<file path="config.mk">
export PLATFORM = sky130hd
export DESIGN_NAME = x86_16bit_subset_decoder
export DESIGN_NICKNAME = d
export VERILOG_FILES = /design/src/rtl/x86dec_pkg.sv /design/src/rtl/x86dec_step.sv /design/src/rtl/x86_16bit_subset_decoder.sv
export SDC_FILE = /design/constraint.sdc
export NUM_CORES = 1
export LEC_CHECK = 0
export ABC_AREA = 1
export BUFFER_PORTS_ARGS = -buffer_cell sky130_fd_sc_hd__buf_4
export CAP_MARGIN = 20
export CORE_MARGIN = 10
export CORE_UTILIZATION = 35
export DETAILED_ROUTE_END_ITERATION = 7
export PLACE_DENSITY = 0.62
export SLEW_MARGIN = 20
export SYNTH_ARGS = -nofsm -noshare
export SYNTH_HDL_FRONTEND = slang
export SYNTH_SLANG_ARGS = --single-unit
</file>
<file path="constraint.sdc">
create_clock -name clock -period 4.24 [get_ports clock]
set_input_delay 0.424 -clock clock [delete_from_list [all_inputs] [get_ports clock]]
set_output_delay 0.424 -clock clock [all_outputs]
set_load 0.02 [all_outputs]
</file>
<file path="src/rtl/x86dec_pkg.sv">
`timescale 1ns / 1ps
`default_nettype none

package x86dec_pkg;

   typedef enum logic [2:0] {
      PH_OPCODE  = 3'd0,
      PH_MODRM   = 3'd1,
      PH_DISP_LO = 3'd2,
      PH_DISP_HI = 3'd3,
      PH_IMM_LO  = 3'd4,
      PH_IMM_HI  = 3'd5
   } phase_type;

   localparam logic [1:0] ST_DECODED = 2'd0;
   localparam logic [1:0] ST_UNKNOWN = 2'd1;
   localparam logic [1:0] ST_TRUNC   = 2'd2;

   localparam logic [2:0] K_MOV_RRM     = 3'd0;
   localparam logic [2:0] K_MOV_IMM_RM  = 3'd1;
   localparam logic [2:0] K_MOV_IMM_REG = 3'd2;
   localparam logic [2:0] K_MOV_MEM_ACC = 3'd3;
   localparam logic [2:0] K_MOV_ACC_MEM = 3'd4;
   localparam logic [2:0] K_ADD         = 3'd5;
   localparam logic [2:0] K_ADD_IMM_RM  = 3'd6;
   localparam logic [2:0] K_NONE        = 3'd7;

   typedef struct packed {
      phase_type   phase;
      logic [7:0]  opcode;
      logic [7:0]  modrm;
      logic [15:0] disp;
      logic [15:0] imm;
      logic [2:0]  bytes_seen;
      logic        dropping;
   } dec_state_type;

   typedef struct packed {
      logic [1:0]  status;
      logic [2:0]  kind;
      logic [1:0]  mode;
      logic [2:0]  regf;
      logic [2:0]  rm;
      logic        dir;
      logic        wide;
      logic        sgn;
      logic [15:0] disp;
      logic [15:0] imm;
      logic [2:0]  len;
   } record_type;

   localparam dec_state_type STATE_CLEAR = '{
      phase: PH_OPCODE, opcode: 8'h00, modrm: 8'h00, disp: 16'h0000,
      imm: 16'h0000, bytes_seen: 3'd0, dropping: 1'b0};

endpackage

`default_nettype wire

</file>
<file path="src/rtl/x86dec_step.sv">
`timescale 1ns / 1ps
`default_nettype none

module x86dec_step (
   input  x86dec_pkg::dec_state_type cur_state,
   input  logic [7:0]                code_byte,
   input  logic                      stream_end,
   output x86dec_pkg::dec_state_type next_state,
   output logic                      emit,
   output x86dec_pkg::record_type    rec
);
   import x86dec_pkg::*;

   function automatic logic [2:0] kind_of(input logic [7:0] op);
      logic [2:0] k;
      if ((op & 8'hFC) == 8'h88) k = K_MOV_RRM;
      else if ((op & 8'hFE) == 8'hC6) k = K_MOV_IMM_RM;
      else if ((op & 8'hF0) == 8'hB0) k = K_MOV_IMM_REG;
      else if ((op & 8'hFE) == 8'hA0) k = K_MOV_MEM_ACC;
      else if ((op & 8'hFE) == 8'hA2) k = K_MOV_ACC_MEM;
      else if ((op & 8'hFC) == 8'h00) k = K_ADD;
      else if ((op & 8'hFC) == 8'h80) k = K_ADD_IMM_RM;
      else k = K_NONE;
      return k;
   endfunction

   function automatic logic modrm_follows(input logic [2:0] k);
      return (k == K_MOV_RRM) || (k == K_MOV_IMM_RM) || (k == K_ADD) ||
             (k == K_ADD_IMM_RM);
   endfunction

   function automatic logic wide_of(input logic [2:0] k, input logic [7:0] op);
      return (k == K_MOV_IMM_REG) ? op[3] : op[0];
   endfunction

   function automatic logic sign_of(input logic [2:0] k, input logic [7:0] op);
      return (k == K_ADD_IMM_RM) ? op[1] : 1'b0;
   endfunction

   function automatic logic [1:0] disp_len(input logic [7:0] m);
      logic [1:0] n;
      if (m[7:6] == 2'd2 || (m[7:6] == 2'd0 && m[2:0] == 3'd6)) n = 2'd2;
      else if (m[7:6] == 2'd1) n = 2'd1;
      else n = 2'd0;
      return n;
   endfunction

   function automatic logic [1:0] imm_len(input logic [2:0] k, input logic [7:0] op);
      logic [1:0] n;
      if (k == K_MOV_MEM_ACC || k == K_MOV_ACC_MEM) n = 2'd2;
      else if (k == K_MOV_IMM_RM || k == K_MOV_IMM_REG || k == K_ADD_IMM_RM) begin
         if (sign_of(k, op) && wide_of(k, op)) n = 2'd1;
         else n = wide_of(k, op) ? 2'd2 : 2'd1;
      end else n = 2'd0;
      return n;
   endfunction

   function automatic logic [15:0] sext8(input logic [7:0] b);
      return {{8{b[7]}}, b};
   endfunction

   dec_state_type work;
   logic [2:0]    k;
   logic          done;
   logic          unk;
   logic          bad_phase;
   logic          mr;

   always_comb begin
      work      = cur_state;
      done      = 1'b0;
      unk       = 1'b0;
      bad_phase = 1'b0;
      work.bytes_seen = (cur_state.bytes_seen == 3'd7) ? 3'd7 : cur_state.bytes_seen + 3'd1;
      if (cur_state.phase == PH_OPCODE) begin
         work.opcode = code_byte;
      end
      k = kind_of(work.opcode);
      case (cur_state.phase)
         PH_OPCODE: begin
            if (k == K_NONE) begin
               unk = 1'b1;
            end else if (modrm_follows(k)) begin
               work.phase = PH_MODRM;
            end else if (imm_len(k, work.opcode) != 2'd0) begin
               work.phase = PH_IMM_LO;
            end else begin
               done = 1'b1;
            end
         end
         PH_MODRM: begin
            work.modrm = code_byte;
            if (k == K_ADD_IMM_RM && code_byte[5:3] != 3'd0) begin
               unk = 1'b1;
            end else if (disp_len(code_byte) != 2'd0) begin
               work.phase = PH_DISP_LO;
            end else if (imm_len(k, work.opcode) != 2'd0) begin
               work.phase = PH_IMM_LO;
            end else begin
               done = 1'b1;
            end
         end
         PH_DISP_LO: begin
            if (disp_len(work.modrm) == 2'd2) begin
               work.disp  = {8'h00, code_byte};
               work.phase = PH_DISP_HI;
            end else begin
               work.disp = sext8(code_byte);
               if (imm_len(k, work.opcode) != 2'd0) work.phase = PH_IMM_LO;
               else done = 1'b1;
            end
         end
         PH_DISP_HI: begin
            work.disp = {code_byte, cur_state.disp[7:0]};
            if (imm_len(k, work.opcode) != 2'd0) work.phase = PH_IMM_LO;
            else done = 1'b1;
         end
         PH_IMM_LO: begin
            if (imm_len(k, work.opcode) == 2'd2) begin
               work.imm   = {8'h00, code_byte};
               work.phase = PH_IMM_HI;
            end else begin
               work.imm = sext8(code_byte);
               done     = 1'b1;
            end
         end
         PH_IMM_HI: begin
            work.imm = {code_byte, cur_state.imm[7:0]};
            done     = 1'b1;
         end
         default: begin
            bad_phase = 1'b1;
         end
      endcase

      mr = modrm_follows(k) && (work.bytes_seen >= 3'd2);
      rec = '0;
      rec.len = work.bytes_seen;
      if (unk) begin
         rec.status = ST_UNKNOWN;
      end else begin
         rec.status = done ? ST_DECODED : ST_TRUNC;
         rec.kind   = k;
         if (mr) begin
            rec.mode = work.modrm[7:6];
            rec.regf = work.modrm[5:3];
            rec.rm   = work.modrm[2:0];
         end else if (k == K_MOV_IMM_REG) begin
            rec.regf = work.opcode[2:0];
         end
         if (k == K_MOV_RRM || k == K_MOV_MEM_ACC || k == K_MOV_ACC_MEM || k == K_ADD) begin
            rec.dir = work.opcode[1];
         end
         rec.wide = wide_of(k, work.opcode);
         rec.sgn  = sign_of(k, work.opcode);
         if (done) begin
            rec.disp = work.disp;
            rec.imm  = work.imm;
         end
      end

      emit       = 1'b0;
      next_state = work;
      if (cur_state.dropping) begin
         next_state = cur_state;
         if (stream_end) next_state = STATE_CLEAR;
      end else if (bad_phase) begin
         next_state = STATE_CLEAR;
      end else if (unk || done || stream_end) begin
         emit       = 1'b1;
         next_state = STATE_CLEAR;
         next_state.dropping = unk && !stream_end;
      end
   end

endmodule

`default_nettype wire

</file>
<file path="src/rtl/x86_16bit_subset_decoder.sv">
`timescale 1ns / 1ps
`default_nettype none

// Byte-serial decoder for a mov/add subset of 16-bit x86 code. One code byte is
// taken per cycle unless the input side stalls; each request passes an input
// register, the opcode/ModRM decode and field update, and lands in a result
// register from which its record is presented, so a full stream sustains one
// byte per clock while records are taken as they are offered.
// A record is produced per complete instruction (status decoded), per unknown
// opcode (status unknown, after which bytes are discarded through the byte
// flagged stream_end), or when stream_end cuts an instruction short (status
// truncated, displacement and immediate zero). The input side keeps accepting
// while a record waits, stalling only when both registers are full and the record is not taken.

module x86_16bit_subset_decoder (
   input  logic               clock,
   input  logic               reset,
   input  logic               req_valid,
   output logic               req_ready,
   input  logic [7:0]         req_code_byte,
   input  logic               req_stream_end,
   output logic               rsp_valid,
   input  logic               rsp_ready,
   output logic [1:0]         rsp_status,
   output logic [2:0]         rsp_kind,
   output logic [1:0]         rsp_mode_field,
   output logic [2:0]         rsp_reg_field,
   output logic [2:0]         rsp_rm_field,
   output logic               rsp_dir_bit,
   output logic               rsp_wide_bit,
   output logic               rsp_sign_bit,
   output logic signed [15:0] rsp_displacement,
   output logic signed [15:0] rsp_immediate,
   output logic [2:0]         rsp_length
);
   import x86dec_pkg::*;

   logic          in_valid_ff, in_valid_in;
   logic [7:0]    in_byte_ff;
   logic          in_end_ff;
   dec_state_type state_ff, state_in;
   logic          out_valid_ff, out_valid_in;
   record_type    out_rec_ff;
   record_type    step_rec;
   logic          step_emit;
   logic          process;

   x86dec_step u_step (
      .cur_state  (state_ff),
      .code_byte  (in_byte_ff),
      .stream_end (in_end_ff),
      .next_state (state_in),
      .emit       (step_emit),
      .rec        (step_rec)
   );

   assign process   = in_valid_ff && (!out_valid_ff || rsp_ready);
   assign req_ready = !in_valid_ff || process;

   always_comb begin
      in_valid_in = in_valid_ff;
      if (req_ready) in_valid_in = req_valid;
      out_valid_in = out_valid_ff;
      if (rsp_ready) out_valid_in = 1'b0;
      if (process && step_emit) out_valid_in = 1'b1;
   end

   always_ff @(posedge clock) begin
      if (reset) begin
         in_valid_ff  <= 1'b0;
         out_valid_ff <= 1'b0;
         state_ff     <= STATE_CLEAR;
      end else begin
         in_valid_ff  <= in_valid_in;
         out_valid_ff <= out_valid_in;
         if (process) state_ff <= state_in;
      end
   end

   always_ff @(posedge clock) begin
      if (req_valid && req_ready) begin
         in_byte_ff <= req_code_byte;
         in_end_ff  <= req_stream_end;
      end
      if (process && step_emit) out_rec_ff <= step_rec;
   end

   assign rsp_valid        = out_valid_ff;
   assign rsp_status       = out_rec_ff.status;
   assign rsp_kind         = out_rec_ff.kind;
   assign rsp_mode_field   = out_rec_ff.mode;
   assign rsp_reg_field    = out_rec_ff.regf;
   assign rsp_rm_field     = out_rec_ff.rm;
   assign rsp_dir_bit      = out_rec_ff.dir;
   assign rsp_wide_bit     = out_rec_ff.wide;
   assign rsp_sign_bit     = out_rec_ff.sgn;
   assign rsp_displacement = signed'(out_rec_ff.disp);
   assign rsp_immediate    = signed'(out_rec_ff.imm);
   assign rsp_length       = out_rec_ff.len;

endmodule

`default_nettype wire

</file>
==> results of run 1 <==
==> power groups by stage <==
stage / Combinational (mW) / Sequential (mW) / Clock, mW
2_1_floorplan: 0.315 / 1.36 / 0
3_5_place_dp: 0.543 / 1.31 / 0
5_1_grt: 0.599 / 1.29 / 1.55
3_3_place_gp: 0.543 / 1.31 / 0
6_report: 0.542 / 1.29 / 1.47
4_1_cts: 0.545 / 1.29 / 1.50
==> cells in the mapped netlist, types with 3 or more instances <==
cell,instances,share of area
a21oi_2,10,0.015
nor2_4,3,0.0058
nand3_1,44,0.038
buf_2,7,0.0060
o21a_1,16,0.021
o21ai_0,33,0.028
dfxtp_1,57,0.20
inv_1,121,0.078
nand2_1,223,0.14
o22ai_1,3,0.0032
nor2_1,78,0.050
a21oi_1,66,0.057
edfxtp_1,60,0.31
clkbuf_1,22,0.014
nand2_2,4,0.0043
clkinv_1,3,0.0019
==> cells by family (layout without fill, tap and decap cells) <==
| group | count (synthesis) | after routing | synth area share |
|---|---|---|---|
| compound gates | 130 | 130 | 0.1260 |
| fa+ha+maj | 2 | 2 | 0.004284 |
| buf+inv | 159 | 229 | 0.1075 |
| flops | 117 | 117 | 0.5039 |
| simple gates | 364 | 364 | 0.2584 |
==> cell type report <==
class | count | area [µm²] | share of cell area
clock inverter | 15 | 178.9 | 0.02516
multi-input combinational | 496 | 2270 | 0.3192
tap | 220 | 275.3 | 0.03871
sequential | 117 | 2943 | 0.4139
clock buffer | 17 | 425.4 | 0.05983
inverter | 126 | 473.0 | 0.06651
timing repair buffer | 71 | 545.5 | 0.07672
==> routing by layer <==
layer | GRT usage | routed length, µm
met1 | 0.1832 | 7317
met2 | 0.2071 | 6672
met5 | 0 | 0
met4 | 0.05839 | 348
met3 | 0.04521 | 841
==> metrics by stage <==
step                total power, mW  instance area [µm²]  std cells  utilization  hold WS (ns)
floorplan                     1.678                 5841        772            -        0.4453
finish                        3.303                 7111       1062       0.4318        0.1709
detailed placement            1.856                 6506       1030       0.3951        0.4561
global route                  3.442                 7111       1062       0.4318        0.1556
CTS                           3.331                 7111       1062       0.4318        0.1577
global placement              1.857                 6506       1030       0.3951        0.4522
==> worst max-delay path by stage <==
stage                       startpoint          endpoint  cells after the start
after global routing      state_ff[53]  rsp_immediate[0]                     15
after detailed placement  state_ff[53]  rsp_immediate[2]                     15
after global placement    state_ff[52]  rsp_immediate[2]                     18
after CTS                 state_ff[53]  rsp_immediate[2]                     15
after floorplan           state_ff[53]       rsp_dir_bit                     14
final                     state_ff[52]  rsp_immediate[2]                     18
==> worst register-to-register path: stages (launching register included) <==
cell	delay, ns
dfxtp_1	0.37
nor2_4	0.32
nand2_2	0.28
nand2_1	0.12
nand2_1	0.17
nor2_1	0.17
nand2_1	0.23
nand2_1	0.15
nand2_1	0.06
nand2_1	0.06
nand2_1	0.05
nand2_1	0.09
nand2_1	0.07
nand3_2	0.08
nor2_1	0.06
nand2_1	0.06
nand2_1	0.08
inv_2	0.36
buf_12	0.29
==> flip-flops by register name, summed over array words and instances, names as in the netlist <==
name              cells
in_byte_ff            8
in_end_ff             1
in_valid_ff           1
rsp_dir_bit           1
rsp_displacement     16
rsp_immediate        16
rsp_kind              3
rsp_length            3
rsp_mode_field        2
rsp_reg_field         3
rsp_rm_field          3
rsp_sign_bit          1
rsp_status            2
rsp_valid             1
rsp_wide_bit          1
state_ff             55
==> flow_metrics.py, run 1 <==
metrics = {
    "floorplan": {
        "dieHeight_um": 149.2,
        "io-pin-count": 66,
        "die_w_um": 149.2,
        "die_area_um2": 22250,
        "initial_utilization": 0.3547,
        "coreArea_um2": 16470,
        "rows": 47,
    },
    "yosys": {
        "yosys_most_used_dff": "edfxtp_1",
        "netlist_area_um2": 5841,
        "async_flop_share": 0,
        "synth_area_per_cell_um2": 7.566,
        "synthCells": 772,
        "synth_seq_cells": 117,
        "ys_types": 31,
        "synth_edf_count": 60,
        "seq_area_frac_synth": 0.5039,
        "yosys_warnings": 0,
        "synthesis.nets": 787,
    },
    "worst_setup_path": {
        "slowest_delay_ns": 0.37,
        "critPathSlowestCell": "dfxtp_1",
        "cp.arrival_ns": 3.49,
        "reg2reg_slack_ns": 0.86,
        "end_kind": "flip-flop",
        "cpLargestDelayFamily": "simple AND/OR/NAND/NOR gates",
        "critPathKind": "reg -> reg",
        "crit_required_ns": 4.35,
        "r2r_end": "rsp_immediate[2]",
        "path_cells": "nor2_4, nand2_2, nand2_1, nand2_1, nor2_1, nand2_1, nand2_1, nand2_1, nand2_1, nand2_1, nand2_1, nand2_1, nand3_2, nor2_1, nand2_1, nand2_1, inv_2, buf_12",
        "r2r_cells": 18,
        "cp_max_fo": 36,
        "r2r-start": "state_ff[52]",
        "crit_top_cell": "nand2_1",
        "worst-path-buf-inv": 2,
        "critPathLaunchType": "flip-flop",
    },
    "clock_tree": {
        "cts_resized": 0,
        "postCtsHoldBufs": 0,
        "htreeDepth": 4,
        "cts_tree": "done",
        "path_clk_slew_ns": 0.06,
        "clock_latency_ns": 0.42,
        "post_cts_buffers": 0,
        "cts_max_path_buffers": 2,
        "cts-root-buf": "clkbuf_16",
        "clock-sinks": 117,
        "cts_buffers": 17,
    },
    "place": {
        "gp_congestion": 0.8997,
        "io_buffer_count": 65,
        "dpl_worst_slack_ns": 0.8718,
        "dp_hpwl_mm": 9.906,
    },
    "power_and_ir_drop": {
        "combPwrFrac": 0.164,
        "switchingPower_mw": 0.9592,
        "leakage_nw": 3.045,
        "swShare": 0.2904,
        "power-per-cell-area_nw_per_um2": 464.5,
        "clkPwrFrac": 0.445,
        "internal_power_mw": 2.343,
        "ir_drop_uv": 300.1,
        "pwr-share-seq": 0.390,
    },
    "layout": {
        "final_cell_mix": "223 x nand2_1, 120 x inv_1, 78 x nor2_1",
        "area_growth_syn_to_layout_pct": 21.74,
        "diodes": 0,
        "nFillCells": 1715,
        "layout_commonest_cell": "nand2_1",
        "drive_above_1_share": 0.1496,
        "nNetsFinal": 844,
    },
    "flow_run": {
        "cap_violations": 0,
    },
    "detailed_routing": {
        "num_vias": 4925,
        "viasPerCell": 4.637,
        "drtIter0Drc": 540,
        "drt-wirelength-per-cell_um": 14.29,
        "drtPass1Iterations": 5,
        "postRouteAntennaNets": 0,
        "drc": 0,
        "wl_mm": 15.18,
    },
    "timing": {
        "final.min_clock_period_ns": 3.380,
        "tns_ns": 0,
        "clock_skew_ns": 0.009334,
        "hold_viol": 0,
        "min_period_over_period": 0.7972,
        "rsz0062_at_grt": "false",
        "relSlewSlack": 0.5389,
        "fin_ws_ns": 0.8601,
        "tightest_slew_ns": 0.6917,
        "max_freq_mhz": 295.9,
        "slew_violations": 0,
        "setup_viol": 0,
    },
    "min_path": {
        "min_path_type": "in -> reg",
        "whs_endpoint": "in_end_ff",
        "worst_hold_startpoint": "req_stream_end",
        "holdPathStages": 1,
    },
    "grt": {
        "grt_util_all_layers": 0.1397,
        "grt_max_degree": 54,
        "grt.overflow.total": 0,
        "antenna_found_initial": 0,
        "grt_pass1_vias": 4708,
        "grt_pass1_wl_mm": 24.41,
    },
    "outcome": {
        "status": "finished, final reports clean",
    },
}
No activity file was read; power rests on OpenSTA's default activity.
==> inputs of run 2 (changes only) <==
--- a/config.mk
+++ b/config.mk
@@ -5,13 +5,13 @@
 export SDC_FILE = /design/constraint.sdc
 export NUM_CORES = 1
 export LEC_CHECK = 0
-export ABC_AREA = 1
+export ABC_AREA = 0
 export BUFFER_PORTS_ARGS = -buffer_cell sky130_fd_sc_hd__buf_4
 export CAP_MARGIN = 20
 export CORE_MARGIN = 10
 export CORE_UTILIZATION = 35
 export DETAILED_ROUTE_END_ITERATION = 7
-export PLACE_DENSITY = 0.62
+export PLACE_DENSITY = 0.65
 export SLEW_MARGIN = 20
 export SYNTH_ARGS = -nofsm -noshare
 export SYNTH_HDL_FRONTEND = slang
==> constraint.sdc (replaced) <==
create_clock -name clock -period 2.8 [get_ports clock]
set_input_delay 0.28 -clock clock [delete_from_list [all_inputs] [get_ports clock]]
set_output_delay 0.28 -clock clock [all_outputs]
set_load 0.02 [all_outputs]
==> flow_metrics.py, run 2 <==
metrics = {
    "detailed_routing": {
        "postRouteAntennaNets": 0,
        "num_vias": 4296,
        "drtIter0Drc": 349,
        "drc": 0,
        "drtPass1Iterations": 5,
        "drt-wirelength-per-cell_um": 18.39,
        "viasPerCell": 5.452,
        "wl_mm": 14.49,
    },
    "flow_run": {
        "cap_violations": 0,
    },
    "yosys": {
        "async_flop_share": 0,
        "synth_seq_cells": 117,
        "synth_area_leaders": "edfxtp_1 35%, dfxtp_1 22%, nand2_1 6.0%",
        "seq_area_frac_synth": 0.5759,
        "synth_top_area_share": 0.3526,
        "synth_top_area_cell": "edfxtp_1",
        "netlist_area_um2": 5110,
        "ys_types": 64,
        "synth_area_per_cell_um2": 10.67,
        "synth_edf_count": 60,
        "yosys_most_used_dff": "edfxtp_1",
        "synth_common_cells": "81 x nand2_1, 60 x edfxtp_1, 57 x dfxtp_1, 47 x a21oi_1, 26 x nor2_1",
        "synthCells": 479,
        "yosysMostFrequentCell": "nand2_1",
        "synthesis.nets": 494,
        "yosys_warnings": 0,
    },
    "timing": {
        "rsz0062_at_grt": "true",
        "tns_ns": -3.596,
        "tightest_slew_ns": 1.021,
        "relSlewSlack": 0.3171,
        "holdWs_ns": 0.03742,
        "setup_viol": 52,
        "clock_skew_ns": 0.008943,
        "min_period_over_period": 1.030,
        "max_freq_mhz": 346.8,
        "hold_viol": 0,
        "slew_violations": 0,
        "final.min_clock_period_ns": 2.884,
        "fin_ws_ns": -0.08382,
    },
    "worst_setup_path": {
        "path_cells": "buf_6, or2_4, or4_4, and2_4, a211oi_4, a211oi_4, buf_4, and2_4, a21boi_4, buf_12, buf_12",
        "r2r_end": "rsp_rm_field[2]",
        "critPathLaunchType": "flip-flop",
        "r2r-start": "in_byte_ff[4]",
        "cp_max_fo": 19,
        "critPathSlowestCell": "or4_4",
        "reg2reg_slack_ns": -0.08,
        "r2r_cells": 11,
        "worst-path-buf-inv": 4,
        "critPathKind": "reg -> reg",
        "cp.arrival_ns": 3.00,
        "end_kind": "flip-flop",
        "crit_required_ns": 2.92,
        "cpLargestDelayFamily": "simple AND/OR/NAND/NOR gates",
        "slowest_delay_ns": 0.50,
    },
    "floorplan": {
        "dieHeight_um": 140.8,
        "rows": 44,
        "die_w_um": 140.8,
        "initial_utilization": 0.3543,
        "io-pin-count": 66,
        "coreArea_um2": 14420,
        "die_area_um2": 19830,
    },
    "power_and_ir_drop": {
        "switchingPower_mw": 0.9886,
        "internal_power_mw": 3.580,
        "clkPwrFrac": 0.502,
        "ir_drop_uv": 274.3,
        "pwr-share-seq": 0.411,
        "combPwrFrac": 0.087,
        "swShare": 0.2164,
        "leakage_nw": 2.536,
        "power-per-cell-area_nw_per_um2": 645.8,
    },
    "layout": {
        "layout_commonest_cell": "buf_4",
        "largest_reg_flops": 55,
        "area_growth_syn_to_layout_pct": 38.44,
        "top_register": "state_ff",
        "layout.cells.non_filler": 788,
        "final_cell_mix": "117 x buf_4, 81 x nand2_1, 60 x edfxtp_1",
        "drive_above_1_share": 0.3427,
        "diodes": 0,
        "design_area_um2": 7074,
        "nFillCells": 1314,
        "nNetsFinal": 606,
    },
    "clock_tree": {
        "clock-sinks": 117,
        "cts_tree": "done",
        "cts-root-buf": "clkbuf_16",
        "clock_latency_ns": 0.41,
        "postCtsHoldBufs": 0,
        "path_clk_slew_ns": 0.05,
        "cts_max_path_buffers": 2,
        "cts_buffers": 17,
        "htreeDepth": 4,
    },
    "outcome": {
        "status": "finished, violations left",
        "violations": "negative setup slack",
    },
    "grt": {
        "grt_pass1_vias": 4160,
        "grt_util_all_layers": 0.1411,
        "grt.overflow.total": 0,
        "grt_max_degree": 20,
        "antenna_found_initial": 0,
        "grt_pass1_wl_mm": 22.19,
    },
    "place": {
        "io_buffer_count": 65,
        "dp_hpwl_mm": 9.710,
        "dpl_worst_slack_ns": -0.1709,
        "placed_cell_area_um2": 6072,
        "dp.cells": 742,
        "gp_congestion": 0.9367,
    },
    "min_path": {
        "holdPathStages": 1,
        "min_path_type": "in -> reg",
        "worst_hold_startpoint": "req_code_byte[4]",
        "whs_endpoint": "in_byte_ff[4]",
    },
}
-- run 2: area by class of cell --
type	instances	area (µm²)	share of cell area
Tap cell	184	230.2	0.03254
Sequential cell	117	2943	0.4160
Multi-Input combinational cell	323	2210	0.3123
Timing Repair Buffer	127	1028	0.1454
Clock buffer	26	563.0	0.07959
Inverter	5	18.77	0.002653
Clock inverter	6	81.33	0.01150
-- run 2: worst max path at each step --
stage | cells past startpoint | start | slack [ns] | endpoint
5_1_grt | 8 | in_byte_ff[6] | -0.19 | rsp_kind[2]
6_report | 11 | in_byte_ff[4] | -0.08 | rsp_rm_field[2]
2_1_floorplan | 9 | in_byte_ff[5] | -0.62 | rsp_dir_bit
3_5_place_dp | 8 | state_ff[52] | -0.17 | state_ff[31]
3_3_place_gp | 8 | state_ff[52] | -0.12 | state_ff[28]
4_1_cts | 11 | in_byte_ff[4] | -0.07 | rsp_displacement[13]
-- run 2: cell families after synthesis --
| kind of cell | synth area share |
|---|---|
| adder cells (fa/ha/maj) | 0.004896 |
| AO/OA/AOI/OAI | 0.1976 |
| AND/OR/NAND/NOR | 0.1611 |
| XOR/XNOR | 0.005143 |
| buffers and inverters | 0.03967 |
| multiplexers | 0.01567 |
| flip-flops | 0.5759 |
-- run 2: metrics by stage --
step                      utilization  power, mW
after floorplan                     -      2.094
after global placement         0.4210      2.259
after detailed placement       0.4210      2.264
final                          0.4905      4.568
after CTS                      0.4761      4.579
after global routing           0.4905      4.709
-- run 2: power by group through the flow --
| stage | Sequential [mW] | Clock (mW) | Combinational (mW) |
|---|---|---|---|
| 2_1_floorplan | 1.96 | 0 | 0.134 |
| 3_3_place_gp | 1.91 | 0 | 0.347 |
| 3_5_place_dp | 1.91 | 0 | 0.351 |
| 4_1_cts | 1.88 | 2.32 | 0.377 |
| 5_1_grt | 1.88 | 2.40 | 0.423 |
| 6_report | 1.88 | 2.29 | 0.397 |
-- run 2: timing repair --
action | in CTS | in global routing
endpoints found under the hold margin | 0 | 0
setup endpoints to repair | 117 | 131
pin swaps | 2 | 2
setup buffers | 7 | 3
gates resized for setup | 15 | 30
gates cloned | 2 | 2
-- run 2: routing by layer --
metal	GRT usage	wire length (µm)	vias up
met4	0.05707	351	0
met1	0.1697	6349	2092
met2	0.2259	6967	133
li1	-	-	2043
met3	0.04871	821	28
met5	0	0	-
-- run 2: worst register-to-register path, cell delays in order (launching register included) --
cell and delay, ns:
edfxtp_1 0.40, buf_6 0.14, or2_4 0.24, or4_4 0.50, and2_4 0.18, a211oi_4 0.27
a211oi_4 0.07, buf_4 0.16, and2_4 0.14, a21boi_4 0.17, buf_12 0.14, buf_12 0.16
==> inputs of run 3 (changes only) <==
--- a/config.mk
+++ b/config.mk
@@ -8,6 +8,7 @@
 export ABC_AREA = 0
 export BUFFER_PORTS_ARGS = -buffer_cell sky130_fd_sc_hd__buf_4
 export CAP_MARGIN = 20
+export CORE_ASPECT_RATIO = 1.4
 export CORE_MARGIN = 10
 export CORE_UTILIZATION = 35
 export DETAILED_ROUTE_END_ITERATION = 7
==> flow_metrics.py, run 3 (synthesis gave the netlist of run 2 again) <==
metrics = {
    "layout": {
        "drive_above_1_share": 0.3366,
        "diodes": 0,
        "final_util": 0.4922,
        "layout_commonest_cell": "buf_4",
        "largest_reg_flops": 55,
        "nNetsFinal": 608,
        "nFillCells": 1292,
        "final_cell_mix": "116 x buf_4, 81 x nand2_1, 60 x edfxtp_1",
        "top_register": "state_ff",
        "area_growth_syn_to_layout_pct": 38.49,
    },
    "detailed_routing": {
        "highest_layer": "met4",
        "drt-wirelength-per-cell_um": 19.88,
        "drtPass1Iterations": 5,
        "drc": 0,
        "routed-wl-met3_mm": 1.015,
        "postRouteAntennaNets": 0,
        "wl_mm": 15.80,
        "wl_met1_mm": 5.610,
        "num_vias": 4472,
        "viasPerCell": 5.625,
        "wl_met2_mm": 8.349,
        "drtIter0Drc": 433,
    },
    "power_and_ir_drop": {
        "swShare": 0.2338,
        "combPwrFrac": 0.090,
        "ir_drop_uv": 361.8,
        "internal_power_mw": 3.520,
        "clkPwrFrac": 0.501,
        "power_mw": 4.594,
        "switchingPower_mw": 1.074,
        "power-per-cell-area_nw_per_um2": 649.2,
        "pwr-share-seq": 0.409,
        "leakage_nw": 2.544,
    },
    "timing": {
        "fin_ws_ns": -0.07739,
        "slew_violations": 0,
        "relSlewSlack": 0.3677,
        "max_freq_mhz": 347.5,
        "final.min_clock_period_ns": 2.877,
        "min_period_over_period": 1.028,
        "tightest_slew_ns": 0.9450,
        "setup_viol": 64,
        "rsz0062_at_grt": "true",
        "hold_viol": 0,
        "clock_skew_ns": 0.008670,
    },
    "worst_setup_path": {
        "path_cells": "or4_4, o211a_1, or2_4, a211oi_4, a211oi_4, and2_4, a21boi_4, buf_6, buf_16",
        "cp_max_fo": 10,
        "critPathSlowestCell": "or4_4",
        "worst-path-buf-inv": 2,
        "crit_required_ns": 2.93,
        "end_kind": "flip-flop",
        "cpLargestDelayFamily": "simple AND/OR/NAND/NOR gates",
        "critPathLaunchType": "flip-flop",
        "crit_top_cell": "a211oi_4",
        "critPathKind": "reg -> reg",
        "cp.arrival_ns": 3.01,
        "slowest_delay_ns": 0.58,
    },
    "floorplan": {
        "rows": 52,
        "dieHeight_um": 163.0,
        "die_area_um2": 19900,
        "initial_utilization": 0.3554,
        "coreArea_um2": 14380,
        "die_w_um": 122.1,
        "io-pin-count": 66,
    },
    "clock_tree": {
        "cts_max_path_buffers": 2,
        "clock-sinks": 117,
        "cts-root-buf": "clkbuf_16",
        "cts_tree": "done",
        "path_clk_slew_ns": 0.06,
        "postCtsHoldBufs": 0,
        "cts_buffers": 17,
        "clock_latency_ns": 0.42,
        "htreeDepth": 4,
    },
    "place": {
        "dp_hpwl_mm": 10.36,
        "gp_congestion": 0.9513,
        "io_buffer_count": 65,
    },
    "outcome": {
        "status": "finished, violations left",
        "violations": "negative setup slack",
    },
    "grt": {
        "antenna_found_initial": 0,
        "grt_max_degree": 20,
        "grt.overflow.total": 0,
        "grt_pass1_wl_mm": 23.60,
        "grt_util_all_layers": 0.1533,
        "grt_pass1_vias": 4423,
    },
    "flow_run": {
        "cap_violations": 0,
    },
    "min_path": {
        "min_path_type": "in -> reg",
    },
}
-- run 3: changes by cell type in the layout (fill, tap and decap cells not counted), sizes merged --
cell,previous run,this run
inv,4,6
clkinv,4,5
clkinvlp,1,5
clkbuf,26,19
bufinv,2,4
-- run 3: worst reg2reg max path: stages (launching register included) --
cell and delay, ns:
edfxtp_1 0.43, or4_4 0.58, o211a_1 0.28, or2_4 0.26, a211oi_4 0.25, a211oi_4 0.09, and2_4 0.21, a21boi_4 0.17
buf_6 0.17, buf_16 0.15
-- run 3: metal layers --
metal / vias up / track usage
met3: 62 / 0.03886
met2: 212 / 0.2596
met4: 0 / 0.1004
met5: - / 0
li1: 2053 / -
met1: 2145 / 0.1648
-- run 3: final timing paths --
path / depth (start not counted) / startpoint / slack (ns) / endpoint
min: 1 / req_code_byte[7] / 0.04 / in_byte_ff[7]
max reg2reg: 9 / in_byte_ff[5] / -0.08 / rsp_immediate[7]
max: 9 / in_byte_ff[5] / -0.08 / rsp_immediate[7]
min reg2reg: 2 / state_ff[9] / 0.46 / state_ff[9]
-- run 3: final cells by class --
class                      count  area [µm²]  area share
inverter                       5       18.77    0.002652
multi-input combinational    323        2170      0.3066
clock inverter                15       205.2     0.02900
clock buffer                  17       425.4     0.06011
tap                          189       236.5     0.03342
sequential                   117        2943      0.4158
timing repair buffer         129        1079      0.1524
-- run 3: power by group through the flow --
stage	sequential (mW)	combinational, mW	clock, mW
final	1.88	0.412	2.30
after global routing	1.88	0.435	2.41
after CTS	1.88	0.379	2.33
after detailed placement	1.91	0.354	0
after global placement	1.91	0.351	0
after floorplan	1.96	0.134	0
-- run 3: metrics by stage --
stage | setup slack, ns | hold slack (ns) | setup TNS [ns] | std cells | instance area [µm²]
after CTS | -0.02573 | 0.02345 | -0.4493 | 787 | 6850
final | -0.07739 | 0.03672 | -2.781 | 795 | 7077
after global routing | -0.1270 | 0.01932 | -10.35 | 795 | 7077
after floorplan | -0.6180 | 0.3521 | -31.52 | 479 | 5155
after global placement | -0.05652 | 0.4327 | -2.338 | 750 | 6113
after detailed placement | -0.1143 | 0.4458 | -6.642 | 750 | 6113
-- run 3: what timing repair did --
action / CTS / global route
cloned: 2 / 7
setup endpoints to repair: 101 / 129
pin swaps: 0 / 3
buffers inserted: 3 / 1
resized for setup: 13 / 28
